File: src/hw/rtl/markup_entity_stripper_top_assert.svh
// ----------------------------------------------------------------------------
// Assertion macros for the markup entity stripper
// Concurrent property wrappers used by mes_burst, which checks itself.
// ----------------------------------------------------------------------------
`ifndef MARKUP_ENTITY_STRIPPER_TOP_ASSERT_SVH
`define MARKUP_ENTITY_STRIPPER_TOP_ASSERT_SVH

// Same-cycle implication, disabled while reset is asserted.
`define MES_ASSERT_IMP(lbl, clk, rst_n, ante, cons) \
    lbl: assert property (@(posedge clk) disable iff (!rst_n) (ante) |-> (cons)) \
        else $error("markup entity stripper: assertion failed");

// Next-cycle implication, disabled while reset is asserted.
`define MES_ASSERT_NXT(lbl, clk, rst_n, ante, cons) \
    lbl: assert property (@(posedge clk) disable iff (!rst_n) (ante) |=> (cons)) \
        else $error("markup entity stripper: assertion failed");

`endif

File: src/hw/rtl/mes_pkg.sv
// ----------------------------------------------------------------------------
// Markup entity stripper package
// Widths, character codes, the entity table and the result burst type.
// ----------------------------------------------------------------------------
package mes_pkg;

    localparam int BYTE_W      = 8;
    localparam int PEND_DEPTH  = 5;
    localparam int MAX_RES     = 6;
    localparam int ENT_NUM     = 5;
    localparam int ENT_MAX_LEN = 6;
    localparam int CNT_W       = 3;

    typedef logic [BYTE_W-1:0] t_byte;
    typedef logic [CNT_W-1:0]  t_cnt;

    localparam t_byte CH_LT  = 8'h3C;  // '<'
    localparam t_byte CH_GT  = 8'h3E;  // '>'
    localparam t_byte CH_AMP = 8'h26;  // '&'
    localparam t_byte CH_B_L = 8'h62;  // 'b'
    localparam t_byte CH_B_U = 8'h42;  // 'B'
    localparam t_byte CH_R_L = 8'h72;  // 'r'
    localparam t_byte CH_R_U = 8'h52;  // 'R'
    localparam t_byte CH_NL  = 8'h0A;

    // Entity spellings, padded with zero beyond their length.
    localparam t_byte ENT_TXT [ENT_NUM][ENT_MAX_LEN] = '{
        '{8'h26, 8'h61, 8'h6D, 8'h70, 8'h3B, 8'h00},  // &amp;
        '{8'h26, 8'h6C, 8'h74, 8'h3B, 8'h00, 8'h00},  // &lt;
        '{8'h26, 8'h67, 8'h74, 8'h3B, 8'h00, 8'h00},  // &gt;
        '{8'h26, 8'h71, 8'h75, 8'h6F, 8'h74, 8'h3B},  // &quot;
        '{8'h26, 8'h23, 8'h33, 8'h39, 8'h3B, 8'h00}   // &#39;
    };
    localparam t_cnt  ENT_LEN [ENT_NUM] = '{3'd5, 3'd4, 3'd4, 3'd6, 3'd5};
    localparam t_byte ENT_DEC [ENT_NUM] = '{8'h26, 8'h3C, 8'h3E, 8'h22, 8'h27};

    // All the results caused by one input item.
    typedef struct packed {
        logic [MAX_RES-1:0][BYTE_W-1:0] chars;
        t_cnt                           num;
        logic                           has;
        logic                           fin;
    } t_burst;

endpackage

File: src/hw/rtl/mes_stream_if.sv
// ----------------------------------------------------------------------------
// Markup entity stripper stream interfaces
// Valid/ready channels for text bytes in and decoded results out.
// ----------------------------------------------------------------------------
interface mes_in_if;
    logic                          valid;
    logic                          ready;
    logic [mes_pkg::BYTE_W-1:0]    text_byte;
    logic                          final_byte;

    modport source (output valid, output text_byte, output final_byte, input ready);
    modport sink   (input valid, input text_byte, input final_byte, output ready);
endinterface

interface mes_out_if;
    logic                          valid;
    logic                          ready;
    logic [mes_pkg::BYTE_W-1:0]    out_char;
    logic                          has_char;
    logic                          run_end;
    logic                          text_done;

    modport source (output valid, output out_char, output has_char, output run_end,
                    output text_done, input ready);
    modport sink   (input valid, input out_char, input has_char, input run_end,
                    input text_done, output ready);
endinterface

File: src/hw/rtl/mes_scan.sv
// ----------------------------------------------------------------------------
// Markup entity stripper scanner
// Holds the tag and entity state and forms the result burst of each item.
// ----------------------------------------------------------------------------
module mes_scan (
    input  logic            i_clk,
    input  logic            i_rst_n,
    input  logic            i_fire,
    input  mes_pkg::t_byte  i_text_byte,
    input  logic            i_final_byte,
    output mes_pkg::t_burst o_burst
);
    import mes_pkg::*;

    typedef enum logic [2:0] {
        MODE_NORMAL   = 3'd0,
        MODE_ENTITY   = 3'd1,
        MODE_TAG_OPEN = 3'd2,
        MODE_TAG_B    = 3'd3,
        MODE_TAG_BODY = 3'd4
    } t_mode;

    t_mode r_mode, n_mode;
    t_cnt  r_cnt, n_cnt;
    t_byte r_pend [PEND_DEPTH];

    t_cnt               cnt;
    logic [ENT_NUM-1:0] pfx_ok;
    logic [ENT_NUM-1:0] full;
    t_byte              dec;
    logic               is_lt, is_amp, is_gt;
    t_mode              f_mode;
    logic               f_lit;
    logic               pend_wr;
    t_cnt               pend_idx;
    t_cnt               flush_n;
    t_byte              extra;
    logic               has_extra;
    logic               stay;

    assign cnt    = (r_cnt > t_cnt'(PEND_DEPTH)) ? t_cnt'(PEND_DEPTH) : r_cnt;
    assign is_lt  = (i_text_byte == CH_LT);
    assign is_amp = (i_text_byte == CH_AMP);
    assign is_gt  = (i_text_byte == CH_GT);
    assign f_mode = is_lt ? MODE_TAG_OPEN : (is_amp ? MODE_ENTITY : MODE_NORMAL);
    assign f_lit  = !is_lt && !is_amp;

    // Pending bytes plus the new byte compared against every entity at once.
    always_comb begin
        pfx_ok = '0;
        full   = '0;
        dec    = '0;
        for (int k = 0; k < ENT_NUM; k++) begin
            pfx_ok[k] = (cnt < ENT_LEN[k]);
            for (int j = 0; j < PEND_DEPTH; j++) begin
                if (t_cnt'(j) < cnt && r_pend[j] != ENT_TXT[k][j]) begin
                    pfx_ok[k] = 1'b0;
                end
            end
            for (int j = 0; j < ENT_MAX_LEN; j++) begin
                if (t_cnt'(j) == cnt && i_text_byte != ENT_TXT[k][j]) begin
                    pfx_ok[k] = 1'b0;
                end
            end
            full[k] = pfx_ok[k] && (t_cnt'(cnt + 3'd1) == ENT_LEN[k]);
            if (full[k]) begin
                dec = ENT_DEC[k];
            end
        end
    end

    always_comb begin
        n_mode    = r_mode;
        n_cnt     = r_cnt;
        pend_wr   = 1'b0;
        pend_idx  = '0;
        flush_n   = '0;
        extra     = '0;
        has_extra = 1'b0;
        stay      = 1'b0;

        case (r_mode)
            MODE_TAG_OPEN: begin
                if (is_gt) begin
                    n_mode = MODE_NORMAL;
                end else if (i_text_byte == CH_B_L || i_text_byte == CH_B_U) begin
                    n_mode = MODE_TAG_B;
                end else begin
                    n_mode = MODE_TAG_BODY;
                end
            end
            MODE_TAG_B: begin
                if (is_gt) begin
                    n_mode = MODE_NORMAL;
                end else begin
                    if (i_text_byte == CH_R_L || i_text_byte == CH_R_U) begin
                        extra     = CH_NL;
                        has_extra = 1'b1;
                    end
                    n_mode = MODE_TAG_BODY;
                end
            end
            MODE_TAG_BODY: begin
                if (is_gt) begin
                    n_mode = MODE_NORMAL;
                end
            end
            MODE_ENTITY: begin
                if (|full) begin
                    extra     = dec;
                    has_extra = 1'b1;
                    n_cnt     = '0;
                    n_mode    = MODE_NORMAL;
                end else if ((|pfx_ok) && cnt < t_cnt'(PEND_DEPTH)) begin
                    stay     = 1'b1;
                    pend_wr  = 1'b1;
                    pend_idx = cnt;
                    n_cnt    = t_cnt'(cnt + 3'd1);
                end else begin
                    // Broken entity: the old bytes go out, the new byte starts afresh.
                    flush_n = cnt;
                    n_cnt   = '0;
                    n_mode  = f_mode;
                    if (is_amp) begin
                        pend_wr = 1'b1;
                        n_cnt   = 3'd1;
                    end
                    extra     = i_text_byte;
                    has_extra = f_lit;
                end
            end
            default: begin
                n_mode = f_mode;
                if (is_amp) begin
                    pend_wr = 1'b1;
                    n_cnt   = 3'd1;
                end
                extra     = i_text_byte;
                has_extra = f_lit;
            end
        endcase

        // At the end of the text a pending entity goes out as literals; its
        // last byte is always the byte just taken.
        if (i_final_byte) begin
            if (n_mode == MODE_ENTITY) begin
                extra     = i_text_byte;
                has_extra = 1'b1;
                if (stay) begin
                    flush_n = cnt;
                end
            end
            n_mode = MODE_NORMAL;
            n_cnt  = '0;
        end
    end

    always_comb begin
        o_burst.num = t_cnt'(flush_n + t_cnt'(has_extra));
        o_burst.has = has_extra || (flush_n != '0);
        o_burst.fin = i_final_byte;
        for (int i = 0; i < PEND_DEPTH; i++) begin
            o_burst.chars[i] = (t_cnt'(i) < flush_n) ? r_pend[i] : extra;
        end
        o_burst.chars[MAX_RES-1] = extra;
        // The empty end marker carries a zero byte.
        if (i_final_byte && o_burst.num == '0) begin
            o_burst.num      = 3'd1;
            o_burst.chars[0] = '0;
        end
    end

    always_ff @(posedge i_clk) begin
        if (!i_rst_n) begin
            r_mode <= MODE_NORMAL;
            r_cnt  <= '0;
        end else if (i_fire) begin
            r_mode <= n_mode;
            r_cnt  <= n_cnt;
            if (pend_wr) begin
                r_pend[pend_idx] <= i_text_byte;
            end
        end
    end

endmodule

File: src/hw/rtl/mes_burst.sv
// ----------------------------------------------------------------------------
// Markup entity stripper result buffer
// Registers one item's burst, handing out one result per ready output cycle.
// ----------------------------------------------------------------------------
`include "markup_entity_stripper_top_assert.svh"

module mes_burst (
    input  logic            i_clk,
    input  logic            i_rst_n,
    input  logic            i_fire,
    input  mes_pkg::t_burst i_burst,
    output logic            o_in_ready,
    mes_out_if.source       o_out
);
    import mes_pkg::*;

    logic [MAX_RES-1:0][BYTE_W-1:0] r_chars;
    t_cnt                           r_left;
    logic                           r_has;
    logic                           r_fin;
    logic                           out_fire;

    assign out_fire   = o_out.valid && o_out.ready;
    assign o_in_ready = (r_left == '0) || (r_left == 3'd1 && o_out.ready);

    assign o_out.valid     = (r_left != '0);
    assign o_out.out_char  = r_chars[0];
    assign o_out.has_char  = r_has;
    assign o_out.run_end   = (r_left == 3'd1);
    assign o_out.text_done = (r_left == 3'd1) && r_fin;

    always_ff @(posedge i_clk) begin
        if (!i_rst_n) begin
            r_left <= '0;
        end else if (i_fire) begin
            r_left <= i_burst.num;
        end else if (out_fire) begin
            r_left <= t_cnt'(r_left - 3'd1);
        end
    end

    always_ff @(posedge i_clk) begin
        if (i_fire) begin
            r_chars <= i_burst.chars;
            r_has   <= i_burst.has;
            r_fin   <= i_burst.fin;
        end else if (out_fire) begin
            r_chars <= {BYTE_W'(0), r_chars[MAX_RES-1:1]};
        end
    end

    `MES_ASSERT_IMP(a_ready_only_near_empty, i_clk, i_rst_n, o_in_ready, r_left <= 3'd1)
    `MES_ASSERT_NXT(a_burst_loaded, i_clk, i_rst_n, i_fire, r_left == $past(i_burst.num))
    `MES_ASSERT_NXT(a_stall_holds, i_clk, i_rst_n, o_out.valid && !o_out.ready,
                    $stable(r_left) && $stable(r_chars[0]))
    `MES_ASSERT_IMP(a_left_bounded, i_clk, i_rst_n, 1'b1, r_left <= t_cnt'(MAX_RES))

endmodule

File: src/hw/rtl/markup_entity_stripper_top.sv
// ----------------------------------------------------------------------------
// Markup entity stripper, top level
// The first result of an item is offered in the cycle after it is taken.
// Throughput: one item per cycle while items give at most one result and the
// output is ready; an item with more than one result holds the input until its
// last result is being taken, as the buffer gives one result per ready cycle.
// Reset: synchronous, active low; clears the scan mode, pending count and buffer.
// ----------------------------------------------------------------------------
//
// Subtitle text arrives one byte per item. Tags are dropped, with a newline
// for a tag that opens with br in either case, and the five entities
// &amp; &lt; &gt; &quot; &#39; are decoded. An entity that cannot complete
// is sent on as its literal bytes and the byte that broke it is then scanned
// as ordinary text. The scanner works out every result of an item in the
// cycle the item is accepted and loads them all into the result buffer,
// which offers them in order, one per cycle while the output is ready. The
// last result of an item carries run_end; the last of the text adds text_done.
// A final byte that yields nothing still produces an empty end marker.
//
// No memory needs clearing after reset: the pending entity bytes are only
// read below the pending count, which reset clears.
module markup_entity_stripper_top (
    input  logic      i_clk,
    input  logic      i_rst_n,
    mes_in_if.sink    i_in,
    mes_out_if.source o_out
);
    import mes_pkg::*;

    logic   in_fire;
    logic   in_ready;
    t_burst burst;

    // The buffer accepts a new item when it is empty or its last result is
    // being taken in this very cycle.
    assign i_in.ready = in_ready;
    assign in_fire    = i_in.valid && in_ready;

    mes_scan u_scan (
        .i_clk        (i_clk),
        .i_rst_n      (i_rst_n),
        .i_fire       (in_fire),
        .i_text_byte  (i_in.text_byte),
        .i_final_byte (i_in.final_byte),
        .o_burst      (burst)
    );

    mes_burst u_burst (
        .i_clk      (i_clk),
        .i_rst_n    (i_rst_n),
        .i_fire     (in_fire),
        .i_burst    (burst),
        .o_in_ready (in_ready),
        .o_out      (o_out)
    );

endmodule
File: src/flat_wrapper.sv
// flat-port wrapper written by rule: the top's interface ports become plain ports
module markup_entity_stripper_top_flat import mes_pkg::*;
  (i_clk, i_rst_n, i_in_valid, i_in_text_byte, i_in_final_byte, i_in_ready, o_out_valid, o_out_out_char, o_out_has_char, o_out_run_end, o_out_text_done, o_out_ready);
  mes_in_if i_in_i ();
  mes_out_if o_out_i ();
  input  logic i_clk;
  input  logic i_rst_n;
  input wire logic [$bits(i_in_i.valid)-1:0] i_in_valid;
  input wire logic [$bits(i_in_i.text_byte)-1:0] i_in_text_byte;
  input wire logic [$bits(i_in_i.final_byte)-1:0] i_in_final_byte;
  output wire logic [$bits(i_in_i.ready)-1:0] i_in_ready;
  output wire logic [$bits(o_out_i.valid)-1:0] o_out_valid;
  output wire logic [$bits(o_out_i.out_char)-1:0] o_out_out_char;
  output wire logic [$bits(o_out_i.has_char)-1:0] o_out_has_char;
  output wire logic [$bits(o_out_i.run_end)-1:0] o_out_run_end;
  output wire logic [$bits(o_out_i.text_done)-1:0] o_out_text_done;
  input wire logic [$bits(o_out_i.ready)-1:0] o_out_ready;
  assign i_in_i.valid = i_in_valid;
  assign i_in_i.text_byte = i_in_text_byte;
  assign i_in_i.final_byte = i_in_final_byte;
  assign i_in_ready = i_in_i.ready;
  assign o_out_valid = o_out_i.valid;
  assign o_out_out_char = o_out_i.out_char;
  assign o_out_has_char = o_out_i.has_char;
  assign o_out_run_end = o_out_i.run_end;
  assign o_out_text_done = o_out_i.text_done;
  assign o_out_i.ready = o_out_ready;
  markup_entity_stripper_top u_core (.i_clk(i_clk), .i_rst_n(i_rst_n), .i_in(i_in_i), .o_out(o_out_i));
endmodule
File: config.mk
export PLATFORM = sky130hd
export DESIGN_NAME = markup_entity_stripper_top_flat
export DESIGN_NICKNAME = d
export VERILOG_FILES = /design/src/hw/rtl/mes_pkg.sv /design/src/hw/rtl/mes_stream_if.sv /design/src/hw/rtl/mes_scan.sv /design/src/hw/rtl/mes_burst.sv /design/src/hw/rtl/markup_entity_stripper_top.sv /design/src/flat_wrapper.sv
export VERILOG_INCLUDE_DIRS = /design/src /design/src/hw/rtl
export SDC_FILE = /design/constraint.sdc
export NUM_CORES = 1
export LEC_CHECK = 0
export BUFFER_PORTS_ARGS = -buffer_cell sky130_fd_sc_hd__buf_2
export CORE_ASPECT_RATIO = 1.5
export CORE_MARGIN = 4
export CORE_UTILIZATION = 34
export DETAILED_ROUTE_END_ITERATION = 8
export SLEW_MARGIN = 5
export SYNTH_ARGS = -nofsm -noshare
export SYNTH_HDL_FRONTEND = slang
export SYNTH_SLANG_ARGS = --single-unit
File: constraint.sdc
create_clock -name i_clk -period 10 [get_ports i_clk]
set_clock_uncertainty 0.05 [all_clocks]
set_input_delay 2 -clock i_clk [delete_from_list [all_inputs] [get_ports i_clk]]
set_output_delay 2 -clock i_clk [all_outputs]
set_load 0.02 [all_outputs]
* Yosys cells after proc, flatten, opt, wreduce, memory -nomap -nowiden
Memories as Yosys holds them, arrays and structs flattened.
Cells that the tools add are included.
** Cells by class
- Muxes and demuxes :: 118
- Reduce and logical (&&, ||, !) cells :: 68
- Order comparisons :: 14
- Eq/ne operators :: 52
- Add/subtract/negate cells :: 3
** Operators by type and width (number)
- 8-bit by 7-bit inequality test with 1-bit output, second input constant :: 19
- 8-bit 2-to-1 mux :: 13
- 48-bit 2-to-1 mux :: 2
- 8-bit by 6-bit inequality test with 1-bit output, second input constant :: 11
- 3-bit 2-to-1 mux :: 24
- 1-bit 2-to-1 mux :: 70
- 1-bit logical AND :: 48
- 8-bit by 7-bit equality test with 1-bit output, second input constant :: 4
- 8-bit by 6-bit equality test with 1-bit output, second input constant :: 3
- 8-bit one-hot mux with 3 select lines :: 1
- 8-bit nonzero test :: 2
- 3-bit equality test, second input constant :: 4
- 1-bit by 3-bit less-than comparator with 1-bit output, first input constant :: 4
- 2-bit by 3-bit less-than comparator with 1-bit output, first input constant :: 4
- 3-bit one-hot mux with 4 select lines :: 1
- 11-bit 2-to-1 mux :: 1
- 5-bit OR reduction :: 2
- 3-bit by 1-bit equality test with 1-bit output, second input constant :: 3
- 3-bit zero test :: 3
- 3-bit less-than comparator, second input constant :: 3
- 3-bit nonzero test :: 3
- 4-bit 2-to-1 mux :: 2
- 2-bit by 3-bit equality test with 1-bit output, first input constant :: 2
- 3-bit by 2-bit equality test with 1-bit output, second input constant :: 2
- 18 further kinds :: 24
** Word-level totals
- Word-level logic and storage cells :: 267
- Memory bits (writable) :: 40
- Output and inout port bits :: 13
- Register bits :: 59
- Input bits :: 13
- Memories kept :: 1
** Memories
- u_core.u_scan.r_pend :: words 5, bits a word 8, read ports 5, clocked after memory_dff 0, write ports 1, line mes_scan.sv:25 : t_byte r_pend [PEND_DEPTH];

* Depth between registers and ports, before layout
- Word-level depth :: 28
- Gate-level depth with buffers :: 16
- Mapped depth without buffers :: 14

* Modules after synthesis
From an unflattened synthesis, not the netlist that was laid out.
** Second synthesis, totals
- Cells, all modules :: 494
- Area total of the unflattened synthesis :: 5878.1 µm²
** By module, submodules not included
- mes_scan :: cells an instance 351, area an instance 3495.9 µm², times used 1, sequential area each 1321.3 µm²
- mes_burst :: cells an instance 142, area an instance 2376.0 µm², times used 1, sequential area each 1561.5 µm²
- markup_entity_stripper_top :: cells an instance 1, area an instance 6.3 µm², times used 1, sequential area each 0.0 µm²

* Worst setup path before layout
OpenSTA, ideal clock, no wires.
- Path type :: input -> register
- Start :: input i_in_text_byte[6]
- End :: memory u_core.u_scan.r_pend[0][0] (netlist bit), enable pin
- Stages on the path :: 9
- Library setup time :: 419 ps
- Path slack :: 4119 ps
- Data arrival time :: 5411 ps
- Buffers on the path :: 1
- Path through :: buf_2 nor4bb_1 a21boi_0 o41ai_1 nand3_1 o221a_4 a211oi_4 o22ai_1 a2111oi_0
** Between the ends
- Cells in the longest elaborated chain, start to end :: 17
** RTL lines
- from (decl) :: line flat_wrapper.sv:9 : input wire logic [$bits(i_in_i.text_byte)-1:0] i_in_text_byte;
- 8-bit by 6-bit inequality test with 1-bit output :: line mes_scan.sv:61 : if (t_cnt'(j) == cnt && i_text_byte != ENT_TXT[k][j]) begin
- 1-bit logical AND :: line mes_scan.sv:61
- 1-bit 2-to-1 mux (6 in a row) :: line mes_scan.sv:61
- 5-bit OR reduction :: line mes_scan.sv:114 : end else if ((|pfx_ok) && cnt < t_cnt'(PEND_DEPTH)) begin
- 1-bit logical AND :: line mes_scan.sv:114
- 1-bit 2-to-1 mux :: line mes_scan.sv:114
- 1-bit 2-to-1 mux :: line mes_scan.sv:109 : if (|full) begin
- 1-bit one-hot mux with 2 select lines :: line mes_scan.sv:82 : case (r_mode)
- 1-bit 2-to-1 mux :: line mes_scan.sv:180 : if (pend_wr) begin
- 1-bit 2-to-1 mux :: line mes_scan.sv:177 : end else if (i_fire) begin
- 1-bit 2-to-1 mux :: line mes_scan.sv:174 : if (!i_rst_n) begin
- 1-bit 2-to-1 mux (not written as such) :: line mes_scan.sv:181 : r_pend[pend_idx] <= i_text_byte;
- to (decl) :: line mes_scan.sv:25
Parallel ways exist; a longest one is shown, timed or not.

* Worst setup path in the final report
- Start :: input i_in_text_byte[6]
- End :: register u_core.u_burst.r_chars (netlist bit u_core.u_burst.o_out.out_char[5]), data pin
** Between the ends
- Cells in the longest elaborated chain, start to end :: 21
** RTL lines
- 8-bit by 6-bit inequality test with 1-bit output :: line mes_scan.sv:61
- 1-bit logical AND :: line mes_scan.sv:61
- 1-bit 2-to-1 mux (6 in a row) :: line mes_scan.sv:61
- 5-bit OR reduction or 1-bit logical AND (tied branches) :: line mes_scan.sv:114, mes_scan.sv:65
- 1-bit logical AND or 6-bit 2-to-1 mux (tied branches) :: line mes_scan.sv:114, mes_scan.sv:66
- 3-bit 2-to-1 mux, or another cell as far along :: line mes_scan.sv:114
- 3-bit 2-to-1 mux, or another cell as far along :: line mes_scan.sv:109
- 3-bit one-hot mux with 4 select lines, or another cell as far along :: line mes_scan.sv:82
- 3-bit by 1-bit equality test with 1-bit output, or another cell as far along :: line mes_scan.sv:146 : if (n_mode == MODE_ENTITY) begin
- 3-bit 2-to-1 mux, or another cell as far along :: line mes_scan.sv:146
- 3-bit 2-to-1 mux, or another cell as far along :: line mes_scan.sv:145 : if (i_final_byte) begin
- 3-bit by 1-bit adder with 3-bit output or 8-bit 2-to-1 mux (tied branches) :: line mes_scan.sv:159, mes_scan.sv:146
- 3-bit zero test or 8-bit 2-to-1 mux (tied branches) :: line mes_scan.sv:167, mes_scan.sv:145
- 1-bit logical AND or 8-bit 2-to-1 mux (tied branches) :: line mes_scan.sv:167, mes_scan.sv:163
- 11-bit 2-to-1 mux * :: line mes_scan.sv:167 : if (i_final_byte && o_burst.num == '0) begin
- 48-bit 2-to-1 mux * :: line mes_burst.sv:43 : if (i_fire) begin
- to (signal assigned) :: line mes_burst.sv:44 : r_chars <= i_burst.chars;
- to (signal assigned) :: line mes_burst.sv:48 : r_chars <= {BYTE_W'(0), r_chars[MAX_RES-1:1]};
- to (decl) :: line mes_burst.sv:17 : logic [MAX_RES-1:0][BYTE_W-1:0] r_chars;
Mark *: on every way between the ends. The rest lies on a longest branch, timed or not.
A chain may end at the register's enable or synchronous reset.

==> impl_results.md <==
- Outcome: complete, no violations
- CP delay by family, top: compound AO/OA/AOI/OAI gates
- Most common library cell in the layout ignoring fill and taps: edfxtp_1
- Synth-to-Final Area Change: 8.225%
- Final #Nets: 588
- TritonCTS clock tree: done
- Most frequent cells in the layout: 90 x edfxtp_1, 62 x nor2_1, 57 x nand2_1
- CTS resizes: 0
- Synthesized area: 5796 µm²
- HPWL after detailed placement: 12.23 mm
- Post-synthesis xor/xnor area fraction: 0.006045
- Synth top area share: 0.4663
- Multi-input logic area: 2596 µm²
- Syn Inst Count: 568
- Final wirelength: 16.89 mm
- Largest stage delay on the critical path: 560 ps
- Hold_buf cts: 0
- Via/cell ratio: 6.039
- Ports: 26
- Synth Area in Adders: 0.01079
- Post-synth ARST share: 0
- GRT overflow: 0
- Synth Area in Compound Gates: 0.1857
- Post-route DRC: 0
- Critical-path maximum fanout: 18
- Worst-path cell chain: buf_2 -> nor4bb_1 -> a21boi_0 -> o41ai_1 -> nand3_1 -> o221ai_1 -> o21ai_0 -> a21o_1 -> a21oi_1 -> o221ai_1 -> ha_1 -> ha_1 -> nor3_1 -> nor4_4 -> o41ai_1
- Clock Pin Slew Worst Setup and Hold Paths: 80 ps
- Fin. Hold Viols: 0
- Mux share of post-synthesis cell area: 0.01554
- Number of buffers inserted by post-CTS setup repair: 0
- Die X-Extent: 114.6 µm
- Sequential share of the synthesized area: 0.4974
- CTS sink cnt: 99
- Clk buf depth: 2
- Syn nets: 586
- Crit path buf inv count: 1
- # fillers: 1623
- Cells on worst reg2reg path: 14
- Highest-delay cell along the critical path: nor4bb_1
- Worst setup EP type: register
- H-Tree Depth: 3
- Starting Density: 0.3457
- Avg Cell Area, Syn: 10.20 µm²
- Startpoint types: primary input
- Syn. warnings: 0
- Synthesized flop and latch total: 99
- Core area: 16760 µm²
- Pin count of the biggest net entering global routing: 72
- Count of pins over their slew limit: 0
- Power Dens Cells: 220.7 nW/µm²
- Setup_tns: 0 ps
- Die area: 19240 µm²
- Pwr Total: 1.384 mW
- Pleak: 2.175 nW
- Vias: 4741
- Share of layout cells above drive strength 1: 0.1235
- Post-Synth Simple-Gate Area: 0.2297
- Synth area leaders: edfxtp_1 47%, nor2_1 4.0%, nand2_1 3.7%
- RSZ-0062 raised after global routing: false
- Maximum clock rate: 158.1 MHz
- CTS Root Cell: clkbuf_16
- TritonCTS Buffers: 9
- Crit Path Class: in -> reg
- Final setup margin: 3675 ps
- Largest area contributor in the netlist: edfxtp_1
- Max-Cap Viols: 0
- Min-Delay Path Class: reg -> reg
- Worst Path Required: 10070 ps
- Initial antenna violation count: 0
- Final critical-path share of the clock period: 0.6325
- Post-route minimum period: 6325 ps
- Antenna diodes: 0
- Vias in the first global route: 4470
- Max-slew headroom: 0.1597
- Drt first pass iters: 5
- GRT Util Overall: 0.1758
- Clk_lat worst skew: 350 ps
- Die height: 167.9 µm
- DR WL/cell: 21.52 µm
- CP Depth: 15
- Antenna-violating nets left: 0
- Max IR drop VDD: 118.8 µV
- Final Wtd Congestion: 0.9202
- EDFF count, synth: 90
- FP Rows: 58
- Count of cell types in the netlist: 79
- Hold Path Stages: 2
- Crit path arrival time: 6400 ps
- Core Util, Final: 0.3742
- Worst-margin pin slew: 1260 ps
- Initial DRC count: 430
- First-pass GRT wire length: 25.93 mm
- Register cell area after layout: 2883 µm²
- PortBufs: 25
- Leading register cell type out of synthesis: edfxtp_1
- Final setup fails: 0
- Main combinational cell family by area after synthesis: simple AND/OR/NAND/NOR gates
- Hold slack: 430.0 ps
- Dpl ws: 3386 ps
synthesized netlist by cell type, drive strengths merged, types with 6 or more instances:
| cell type | n |
|---|---|
| buf | 26 |
| a21oi | 23 |
| nand2 | 60 |
| and2 | 7 |
| o21ai | 30 |
| clkbuf | 15 |
| o41ai | 6 |
| nor4bb | 6 |
| mux2i | 9 |
| nor2 | 62 |
| edfxtp | 90 |
| o31ai | 15 |
| nor3 | 14 |
| inv | 16 |
| and3 | 10 |
| nor4 | 6 |
| a211oi | 17 |
| nand4 | 9 |
| a31oi | 16 |
| nor4b | 9 |
| nand3 | 22 |
| dfxtp | 9 |
| a41oi | 7 |
where the power goes:
part | leakage (nW) | switching (mW) | internal (mW)
clock | 0.145 | 0.170 | 0.176
combinational | 1.10 | 0.260 | 0.122
sequential | 0.927 | 0.0345 | 0.622
metal layers:
| layer | GRT usage | wire, µm | vias up |
|---|---|---|---|
| met5 | 0 | 0 | - |
| met4 | 0.08734 | 837 | 0 |
| met3 | 0.02337 | 1055 | 52 |
| met2 | 0.3006 | 8441 | 220 |
| met1 | 0.2144 | 6557 | 2272 |
| li1 | - | - | 2197 |
kinds of logic after synthesis:
kind of cell / after synthesis
buffers and inverters: 57
muxes: 9
and+or+nand+nor: 243
AOI/OAI and AO/OA: 151
adders and majority gates: 5
DFF: 99
xor gates and xnor gates: 4
state kept, by name, summed over array words and instances (netlist names):
name and cells:
u_core.u_burst.o_out.has_char 1, u_core.u_burst.o_out.out_char 8, u_core.u_burst.r_chars 40, u_core.u_burst.r_fin 1, u_core.u_burst.r_left 3, u_core.u_scan.r_cnt 3
u_core.u_scan.r_mode 3, u_core.u_scan.r_pend 40
worst paths after layout:
path | startpoint | to | slack [ps]
setup / recovery | i_in_text_byte[6] | u_core.u_burst.o_out.out_char[5]$_DFFE_PP_ | 3670
hold / removal | u_core.u_burst.r_left[1]$_SDFFE_PN0P_ | u_core.u_burst.r_left[1]$_SDFFE_PN0P_ | 430
setup reg to reg | u_core.u_scan.r_pend[2][7]$_DFFE_PP_ | u_core.u_burst.o_out.out_char[5]$_DFFE_PP_ | 5050
hold reg to reg | u_core.u_burst.r_left[1]$_SDFFE_PN0P_ | u_core.u_burst.r_left[1]$_SDFFE_PN0P_ | 430
metrics by stage:
stage / instances / area (µm²)
after global placement: 769 / 5979
final: 785 / 6272
after CTS: 785 / 6272
after floorplan: 568 / 5796
after detailed placement: 769 / 5979
after global routing: 785 / 6272
tightest hold or removal path: stages (launching register included):
cell	delay, ps
dfxtp_1	320
nand2_1	60
a21oi_1	60
area by class of cell:
cell class / count / area share
multi-input cells: 412 / 0.4139
well taps: 210 / 0.04189
clock buffers: 9 / 0.03591
flip-flops and latches: 99 / 0.4596
clock inverters: 7 / 0.01077
inverters: 16 / 0.009575
repair buffers: 32 / 0.02833
Power figures use the tool's default switching activity.
